<file path="config.mk">
export PLATFORM = sky130hd
export DESIGN_NAME = bbfc_cell
export DESIGN_NICKNAME = d
export VERILOG_FILES = /design/src/rtl/bbfc_pkg.sv /design/src/rtl/bbfc_cell.sv
export SDC_FILE = /design/constraint.sdc
export NUM_CORES = 1
export LEC_CHECK = 0
export ABC_AREA = 1
export BUFFER_PORTS_ARGS = -buffer_cell sky130_fd_sc_hd__buf_2
export CORE_MARGIN = 2
export CORE_UTILIZATION = 44
export CTS_CLUSTER_SIZE = 16
export DETAILED_ROUTE_END_ITERATION = 10
export PLACE_DENSITY_LB_ADDON = 0.3
export SYNTH_ARGS = -nofsm -noshare
export SYNTH_HDL_FRONTEND = slang
export SYNTH_SLANG_ARGS = --single-unit
</file>
<file path="constraint.sdc">
create_clock -name clk_i -period 1.3 [get_ports clk_i]
set_input_delay 0.26 -clock clk_i [delete_from_list [all_inputs] [get_ports clk_i]]
set_output_delay 0.26 -clock clk_i [all_outputs]
set_load 0.02 [all_outputs]
</file>
<file path="src/rtl/bbfc_pkg.sv">
// ----------------------------------------------------------------------------
// bbfc_pkg
// types and constants shared by the frame cache modules
// ----------------------------------------------------------------------------
package bbfc_pkg;

  localparam int unsigned EntriesDef    = 32;
  localparam int unsigned WindowBitsDef = 4;
  localparam int unsigned TotalW        = 37;
  localparam logic [36:0] MaxBytesRst   = 37'd1073741824;

  typedef enum logic [2:0] {
    KIND_LOOKUP = 3'd0,
    KIND_ADD    = 3'd1,
    KIND_REMOVE = 3'd2,
    KIND_CLR_WIN = 3'd3,
    KIND_CLR_ALL = 3'd4,
    KIND_PURGE  = 3'd5
  } kind_e;

  typedef struct packed {
    logic [2:0]         kind;
    logic [3:0]         window_id;
    logic signed [31:0] frame;
    logic [31:0]        item_bytes;
  } in_item_t;

  typedef struct packed {
    logic        hit;
    logic [5:0]  evicted_count;
    logic [36:0] total_bytes;
    logic [5:0]  entry_count;
  } out_item_t;

  // per-cell entry contents (ages are kept as order in the chain)
  typedef struct packed {
    logic        valid;
    logic [7:0]  window;
    logic [31:0] frame;
    logic [31:0] size;
  } entry_t;

  typedef enum logic [2:0] {
    ST_IDLE,
    ST_SCAN,
    ST_EVICT,
    ST_DONE
  } state_e;

endpackage

</file>
<file path="src/rtl/bbfc_cell.sv">
// ----------------------------------------------------------------------------
// bbfc_cell
// one slot of the age-ordered entry chain; shifts toward either end
// ----------------------------------------------------------------------------
module bbfc_cell (
  input  logic             clk_i,
  input  logic             rst_ni,
  input  logic             load_i,   // take neighbour entry (shift)
  input  logic             kill_i,   // drop own entry
  input  logic             upd_i,    // replace size
  input  logic [31:0]      size_i,
  input  bbfc_pkg::entry_t prev_i,
  output bbfc_pkg::entry_t ent_o
);

  logic        valid_q;
  logic [7:0]  window_q;
  logic [31:0] frame_q;
  logic [31:0] size_q;

  always_ff @(posedge clk_i or negedge rst_ni) begin
    if (!rst_ni) begin
      valid_q <= 1'b0;
    end else if (load_i) begin
      valid_q <= prev_i.valid;
    end else if (kill_i) begin
      valid_q <= 1'b0;
    end
  end

  always_ff @(posedge clk_i) begin
    if (load_i) begin
      window_q <= prev_i.window;
      frame_q  <= prev_i.frame;
      size_q   <= prev_i.size;
    end else if (upd_i) begin
      size_q <= size_i;
    end
  end

  assign ent_o = '{valid: valid_q, window: window_q, frame: frame_q, size: size_q};

endmodule

</file>
==> run_results.csv, run 1 <==
group,metric,value,unit
clock_network,cts_sinks,73,
sta,worst_pin_slew,0.236,ns
final_layout,num_antenna_cells,0,
final_layout,multi_input_area,399,um2
sta,finClkSkew,0,ns
status,status,"complete, no violations",
sta,hold_viol,0,
placement,port_buffers,182,
global_route,track_usage,0.174,
synth,synth-compound-area-share,0,
routing,drt-total-wl,5980,um
routing,drt_pre_antenna_iters,4,
routing,drc_errors,0,
global_route,antenna_found_initial,0,
synth,synth_edf_count,72,
final_layout,nFillCells,480,
critical_path,worstPathCellList,"buf_2",
synth,synth-seq-cells,73,
power,leakage,1.89,nW
critical_path,path_max_fanout,1,
clock_network,numCtsBuffers,9,
synth,postSynth.asyncResetShare,0.0137,
final_layout,area_delta_synth_final,43.8,%
critical_path,worstPathArrival,0.90,ns
sta,timing.fmax,865,MHz
routing,num_vias,2002,
synth,synth_cell_type_count,10,
floorplan,core,5920,um2
critical_path,start_kind,"flip-flop",
global_route,grt-ovfl-total,0,
floorplan,fp.dieW,82.0,um
clock_network,post_cts_buffers,0,
synth,yosysWarnings,0,
critical_path,crit_slowest_cell,"edfxtp_1",
sta,post-route-period-util,0.889,
floorplan,fp.dieArea,6730,um2
global_route,first_global_vias,1774,
critical_path,ff2ff_path_depth,2,
synth,synth_area_leaders,"edfxtp_1 81%, nand2_1 13%, buf_6 1.7%, nand2_2 1.6%, dfrtp_1 0.93%",
synth,synthFlopType,"edfxtp_1",
sta,finalSetupTns,0,ns
synth,yosysTopAreaCell,"edfxtp_1",
global_route,grt_max_degree,35,
placement,dp_hpwl,4590,um
global_route,grt_pass1_wl,8280,um
clock_network,cts_tree,"done",
critical_path,slowest_delay,0.40,ns
sta,period_minus_slack,1.16,ns
synth,syn-num-nets,293,
floorplan,row_count,28,
final_layout,final_util,0.651,
synth,synth_xor_area_frac,0,
placement,gp_congestion,0.760,
critical_path,crit_buf_inv,1,
routing,drt_iter0_markers,59,
sta,relSlewSlack,0.843,
critical_path,cp.depth,1,
sta,finalMaxSlewViolations,0,
clock_network,path_clk_slew,0.07,ns
routing,post_drt_wl_per_cell,13.2,um
clock_network,cts_root_buf,"clkbuf_8",
clock_network,clock_latency,0.32,ns
hold_path,holdPathStages,1,
synth,synth_area,2680,um2
floorplan,die_y,82.0,um
final_layout,final_area,3850,um2
hold_path,hold_path.class,"primary input to flip-flop",
synth,synthTopCellsByCount,"92 x nand2_1, 72 x edfxtp_1, 7 x nand2_2",
power,pwr_density_cell,1380,nW/um2
routing,drtAntennaViolNets,0,
floorplan,initial_core_util,0.453,
flow_run,max-cap-violations,0,
synth,synth_top_family_by_area,"simple AND/OR/NAND/NOR gates",
sta,holdWs,0.103,ns
final_layout,fin_nets,484,
synth,ys_seq_area_frac,0.816,
synth,muxShareOfSynthArea,0,
placement,place_area,3660,um2
floorplan,ios,183,
final_layout,regArea,2190,um2
critical_path,worstPathRequired,1.04,ns
synth,synth.most_common_cell,"nand2_1",
synth,synthAdderAreaFrac,0,
synth,synth_top_area_frac,0.807,
critical_path,setup.worst_path.class,"flip-flop to output port",
routing,vias_per_cell,4.41,
critical_path,cp-end-kind,"output port",
critical_path,crit_family,"flip-flops",
sta,finalSetupViolations,0,
sta,rsz0062_at_grt,"false",
synth,synthCells,183,
synth,synth_area_per_cell,14.6,um2
clock_network,h-tree-depth,3,
synth,synthSimpleGateAreaFrac,0.149,
clock_network,clockBufferDepth,2,
power,vdd_drop_max,843,uV
final_layout,post_route_cells_drive_above_1_share,0.549,
-- cells by family (layout without fill, tap and decap cells) --
kind of cell,after synthesis,after routing
simple gates,101,101
flops,73,73
buf+inv,9,205
-- final timing paths --
path	from	to	slack, ns
worst max-delay path	size_q[11]$_DFFE_PP_	ent_o[11]	0.14
worst min-delay path	prev_i[43]	frame_q[11]$_DFFE_PP_	0.10
worst max register to register	valid_q$_DFFE_PN0P_	valid_q$_DFFE_PN0P_	0.70
worst min register to register	valid_q$_DFFE_PN0P_	valid_q$_DFFE_PN0P_	0.49
max in group asynchronous	rst_ni	valid_q$_DFFE_PN0P_	0.98
min in group asynchronous	rst_ni	valid_q$_DFFE_PN0P_	0.24
-- routing by layer --
layer | wire length [um] | part of all wire | vias up | GRT usage
li1 | - | - | 1000 | -
met1 | 2270 | 0.38 | 866 | 0.202
met2 | 2800 | 0.47 | 125 | 0.274
met3 | 768 | 0.13 | 11 | 0.0692
met4 | 142 | 0.024 | 0 | 0.100
met5 | 0 | 0 | - | 0
-- worst reg2reg max path, cell delays in order, from the launching register on --
cell	delay (ns)
dfrtp_1	0.38
nand2_1	0.07
nand2_1	0.04
-- cell usage in the layout (no fill, tap or decap) --
master / instances
bufinv_16: 1
nand2_2: 7
nand2_1: 92
clkbuf_1: 3
buf_12: 2
dfrtp_1: 1
clkinv_2: 2
buf_4: 3
clkinv_1: 1
buf_2: 182
clkbuf_8: 9
inv_8: 1
dlygate4sd3_1: 1
or2_2: 1
edfxtp_1: 72
nor2_1: 1
-- final cells by class --
class | count | area share
Tap cell | 75 | 0.0244
Timing Repair Buffer | 188 | 0.255
Clock inverter | 4 | 0.0114
Clock buffer | 12 | 0.0351
Sequential cell | 73 | 0.568
Inverter | 1 | 0.00292
Multi-Input combinational cell | 101 | 0.104
-- sequential cells by signal, indices dropped and copies added, names as in the netlist --
register  count
frame_q      32
size_q       32
valid_q       1
window_q      8
-- power by group --
group | internal [mW] | switching, mW | total, mW
Clock | 0.876 | 0.743 | 1.62
Sequential | 2.83 | 0.0495 | 2.88
Combinational | 0.312 | 0.521 | 0.833
Total | 4.02 | 1.31 | 5.33
-- metrics by stage --
step	setup slack [ns]	power, mW	cells
3_5_place_dp	0.0780	3.78	437
6_report	0.144	5.33	454
2_1_floorplan	0.0647	3.37	183
5_1_grt	0.111	5.58	454
3_3_place_gp	0.0986	3.76	437
4_1_cts	0.125	5.40	454
-- timing repair --
action / 4_1_cts / 5_1_grt
hold buffers: 1 / 0
setup endpoints to repair: 0 / 0
gates resized for setup: 0 / 0
hold endpoints to repair: 1 / 0
Note: power is estimated with default switching activity, not from simulation.
==> run 2, diff against run 1 <==
REMOVE_ABC_BUFFERS = 1   (was unset)
==> run_results.csv, run 2 (synthesis gave the netlist of run 1 again) <==
group,metric,value,unit
sta,finalSetupViolations,0,
critical_path,setup.worst_path.class,"flip-flop to output port",
final_layout,final_common_cell,"buf_2",
final_layout,num_antenna_cells,0,
hold_path,worstHoldEndpoint,"frame_q[23]$_DFFE_PP_",
routing,drt-total-wl,5880,um
critical_path,worstPathRequired,1.04,ns
floorplan,die_y,82.0,um
global_route,grt_pass1_wl,7800,um
global_route,first_global_vias,1727,
clock_network,h-tree-depth,3,
routing,post_drt_wl_per_cell,13.0,um
critical_path,worstPathCellList,"buf_2",
sta,hold_viol,0,
routing,drt_pre_antenna_iters,4,
clock_network,clockBufferDepth,2,
critical_path,path_max_fanout,1,
sta,relSlewSlack,0.757,
critical_path,worstPathArrival,0.89,ns
clock_network,cts_sinks,73,
floorplan,row_count,28,
sta,finClkSkew,0,ns
routing,drt_iter0_markers,52,
floorplan,fp.dieW,82.0,um
routing,drc_errors,0,
critical_path,rrSetupSlack,0.72,ns
placement,dp_hpwl,4550,um
routing,drtAntennaViolNets,0,
final_layout,area_delta_synth_final,42.9,%
critical_path,slowest_delay,0.39,ns
final_layout,top_regs,"frame_q: 32 flops, size_q: 32 flops, window_q: 8 flops",
sta,post-route-period-util,0.885,
critical_path,rr_startpoint,"valid_q$_DFFE_PN0P_",
floorplan,core,5920,um2
critical_path,crit_slowest_cell,"edfxtp_1",
critical_path,crit_buf_inv,1,
final_layout,nFillCells,495,
power,vdd_drop_max,684,uV
sta,worst_pin_slew,0.364,ns
sta,period_minus_slack,1.15,ns
clock_network,path_clk_slew,0.08,ns
global_route,track_usage,0.163,
critical_path,worstReg2RegEnd,"valid_q$_DFFE_PN0P_",
final_layout,fin_nets,483,
routing,vias_per_cell,4.44,
floorplan,fp.dieArea,6730,um2
sta,fin_ws,0.150,ns
critical_path,cp-end-kind,"output port",
placement,port_buffers,182,
routing,num_vias,2011,
clock_network,numCtsBuffers,9,
flow_run,max-cap-violations,0,
final_layout,layout_common_cells,"182 x buf_2, 92 x nand2_1, 72 x edfxtp_1",
hold_path,hold_path.class,"primary input to flip-flop",
clock_network,cts_root_buf,"clkbuf_8",
power,leakage,1.87,nW
global_route,grt_max_degree,40,
sta,rsz0062_at_grt,"false",
global_route,grt-ovfl-total,0,
status,status,"complete, no violations",
sta,finalMaxSlewViolations,0,
clock_network,cts_tree,"done",
sta,finalSetupTns,0,ns
critical_path,start_kind,"flip-flop",
floorplan,ios,183,
hold_path,hold_start,"prev_i[55]",
clock_network,clock_latency,0.32,ns
final_layout,post_route_cells_drive_above_1_share,0.550,
global_route,antenna_found_initial,0,
placement,dp_worst_setup_slack,0.136,ns
power,pwr_density_cell,1340,nW/um2
floorplan,initial_core_util,0.453,
placement,gp_congestion,0.732,
hold_path,holdPathStages,1,
sta,timing.fmax,869,MHz
critical_path,crit_family,"flip-flops",
critical_path,ff2ff_path_depth,2,
==> run 2: changes by cell type in the layout (fill, tap and decap cells not counted) <==
cell,previous run,this run
buf_4,3,2
bufinv_16,1,0
clkinv_1,1,3
clkinvlp_4,0,1
clkbuf_1,3,0
clkinv_4,0,1
==> run 2: stage by stage <==
step	utilization	hold WS (ns)	instance area (um2)	power, mW	instances
2_1_floorplan	-	-0.0356	2600	3.33	175
3_3_place_gp	0.618	0.0371	3660	3.75	436
3_5_place_dp	0.618	0.0370	3660	3.78	436
4_1_cts	0.647	0.0804	3830	5.21	453
5_1_grt	0.647	0.0791	3830	5.37	453
6_report	0.647	0.102	3830	5.14	453
==> run 2: area by class of cell <==
cell class                      instances  area, um2  share of cell area
Sequential cell                        73       2190               0.571
Timing Repair Buffer                  187        976               0.255
Multi-Input combinational cell        101        399               0.104
Clock buffer                            9        124              0.0324
Tap cell                               75       93.8              0.0245
Clock inverter                          7       37.5             0.00980
Inverter                                1       11.3             0.00294
==> run 2: per-layer routing <==
layer / part of all wire / GRT usage / vias to the layer above / wire length (um)
li1: - / - / 1000 / -
met1: 0.37 / 0.176 / 873 / 2190
met2: 0.49 / 0.275 / 133 / 2900
met3: 0.13 / 0.0637 / 5 / 742
met4: 0.0073 / 0.0900 / 0 / 43
met5: 0 / 0 / - / 0
==> run 2: power breakdown <==
group          total [mW]  switching, mW  internal (mW)
Clock                1.43          0.759          0.668
Combinational       0.835          0.524          0.310
Sequential           2.88         0.0504           2.83
==> run 2: repair_timing <==
item / CTS / global route
hold buffers: 1 / 0
resized for setup: 0 / 0
setup endpoints to repair: 0 / 0
hold endpoints to repair: 1 / 0
buffers inserted: 0 / 0
==> run 2: worst max path at each step <==
stage	from	endpoint	slack, ns	depth (start not counted)
after global placement	load_i	size_q[5]$_DFFE_PP_	0.14	3
after detailed placement	load_i	size_q[3]$_DFFE_PP_	0.14	3
after global routing	size_q[31]$_DFFE_PP_	ent_o[31]	0.09	1
after floorplan	load_i	size_q[0]$_DFFE_PP_	0.20	1
final	size_q[5]$_DFFE_PP_	ent_o[5]	0.15	1
after CTS	size_q[5]$_DFFE_PP_	ent_o[5]	0.12	1
==> run 3, diff against run 2 <==
ABC_AREA = 0   (was 1)
CORE_UTILIZATION = 45   (was 44)
REMOVE_ABC_BUFFERS = unset   (was 1)
==> run_results.csv, run 3 <==
group,metric,value,unit
sta,post-route-period-util,0.918,
final_layout,top_regs,"frame_q: 32 flops, size_q: 32 flops, window_q: 8 flops",
critical_path,cp.depth,1,
synth,synth_area,2740,um2
synth,synth_edf_count,72,
final_layout,fin_nets,416,
synth,synthTopCellsByCount,"72 x edfxtp_1, 27 x mux2_4, 5 x mux2_2",
placement,gp_congestion,0.671,
clock_network,path_clk_slew,0.07,ns
sta,rsz0062_at_grt,"false",
floorplan,row_count,28,
routing,vias_per_cell,4.61,
final_layout,layout_common_cells,"181 x buf_2, 72 x edfxtp_1, 27 x mux2_4",
critical_path,crit_slowest_cell,"edfxtp_1",
status,status,"complete, no violations",
critical_path,start_kind,"flip-flop",
critical_path,ff2ff_path_depth,1,
floorplan,fp.dieW,82.1,um
floorplan,fp.dieArea,6730,um2
synth,synth_area_leaders,"edfxtp_1 79%, mux2_4 15%, mux2_2 2.1%, buf_12 1.5%, dfrtp_1 0.91%",
hold_path,holdPathStages,1,
clock_network,cts_resized,0,
critical_path,crit_buf_inv,1,
global_route,antenna_found_initial,0,
clock_network,post_cts_buffers,0,
placement,dp_worst_setup_slack,0.0545,ns
critical_path,cp-end-kind,"output port",
critical_path,setup.worst_path.class,"flip-flop to output port",
clock_network,numCtsBuffers,9,
critical_path,path_max_fanout,1,
clock_network,clockBufferDepth,2,
synth,synth_area_per_cell,24.3,um2
floorplan,initial_core_util,0.463,
placement,dp_hpwl,4910,um
critical_path,crit_family,"flip-flops",
synth,postSynth.asyncResetShare,0.0137,
final_layout,num_antenna_cells,0,
synth,synth-seq-cells,73,
synth,yosysWarnings,0,
critical_path,worstPathArrival,0.93,ns
sta,finalMaxSlewViolations,0,
routing,drt-total-wl,6190,um
power,pwr_density_cell,1330,nW/um2
sta,period_minus_slack,1.19,ns
routing,drt_iter0_markers,92,
synth,synth.most_common_cell,"edfxtp_1",
placement,port_buffers,182,
synth,synth_cell_type_count,11,
power,power,5.19,mW
final_layout,regArea,2190,um2
final_layout,final_common_cell,"buf_2",
sta,finalSetupTns,0,ns
global_route,grt_pass1_wl,8260,um
routing,drt_pre_antenna_iters,4,
global_route,track_usage,0.180,
clock_network,clock_latency,0.32,ns
sta,finalSetupViolations,0,
global_route,grt_max_degree,41,
synth,synth_top_area_frac,0.789,
final_layout,nFillCells,444,
routing,drtAntennaViolNets,0,
synth,syn-num-nets,223,
synth,ys_seq_area_frac,0.798,
routing,drc_errors,0,
clock_network,cts_sinks,73,
routing,num_vias,1773,
hold_path,hold_path.class,"primary input to flip-flop",
global_route,first_global_vias,1760,
power,vdd_drop_max,626,uV
synth,yosysTopAreaCell,"edfxtp_1",
clock_network,cts_tree,"done",
final_layout,post_route_cells_drive_above_1_share,0.745,
floorplan,die_y,82.1,um
sta,worst_pin_slew,0.438,ns
clock_network,cts_root_buf,"clkbuf_8",
sta,fin_ws,0.107,ns
sta,hold_viol,0,
sta,holdWs,0.108,ns
critical_path,worstPathRequired,1.04,ns
power,leakage,1.81,nW
critical_path,worstPathCellList,"buf_2",
global_route,grt-ovfl-total,0,
critical_path,slowest_delay,0.43,ns
synth,synthCells,113,
final_layout,multi_input_area,483,um2
floorplan,core,5920,um2
synth,synthFlopType,"edfxtp_1",
floorplan,ios,183,
sta,timing.fmax,838,MHz
sta,relSlewSlack,0.708,
flow_run,max-cap-violations,0,
sta,finClkSkew,0,ns
routing,post_drt_wl_per_cell,16.1,um
clock_network,h-tree-depth,3,
final_layout,area_delta_synth_final,42.5,%
run 3: through the flow:
| stage | instances | area, um2 | util |
|---|---|---|---|
| 4_1_cts | 385 | 3910 | 0.660 |
| 3_3_place_gp | 369 | 3740 | 0.633 |
| 2_1_floorplan | 113 | 2740 | - |
| 6_report | 385 | 3910 | 0.660 |
| 3_5_place_dp | 369 | 3740 | 0.633 |
| 5_1_grt | 385 | 3910 | 0.660 |
run 3: final timing paths:
kind                                           from                    end  slack (ns)
worst max-delay path            size_q[1]$_DFFE_PP_               ent_o[1]        0.11
worst min-delay path                     prev_i[55]  frame_q[23]$_DFFE_PP_        0.11
worst max register to register  valid_q$_DFFE_PN0P_    valid_q$_DFFE_PN0P_        0.63
worst min register to register  valid_q$_DFFE_PN0P_    valid_q$_DFFE_PN0P_        0.50
max in group asynchronous                    rst_ni    valid_q$_DFFE_PN0P_        0.99
min in group asynchronous                    rst_ni    valid_q$_DFFE_PN0P_        0.23
run 3: final cells by class:
type / count / share of cell area
clock inverters: 4 / 0.00544
well taps: 75 / 0.0240
multi-input cells: 35 / 0.124
clock buffers: 11 / 0.0336
flip-flops and latches: 73 / 0.560
repair buffers: 187 / 0.254
run 3: per-layer routing:
layer | wire length (um) | track usage | vias to the layer above
met2 | 3210 | 0.307 | 117
met1 | 2230 | 0.196 | 822
met5 | 0 | 0 | -
met3 | 696 | 0.0703 | 5
met4 | 59 | 0.0833 | 0
li1 | - | - | 829
run 3: repair_timing:
action | CTS | global route
hold buffers | 1 | 0
endpoints found under the setup margin | 0 | 0
endpoints found under the hold margin | 1 | 0
run 3: cells by family (layout without fill, tap and decap cells):
logic type | count (synthesis) | in the layout | share of synthesized area
and+or+nand+nor | 2 | 2 | 0.00365
muxes | 32 | 32 | 0.168
DFF | 73 | 73 | 0.798
buffers and inverters | 5 | 202 | 0.0269
AOI/OAI and AO/OA | 1 | 1 | 0.00320
run 3: power by group:
group / internal (mW) / total, mW / switching [mW]
Combinational: 0.388 / 0.884 / 0.496
Sequential: 2.83 / 2.90 / 0.0624
Clock: 0.670 / 1.41 / 0.737
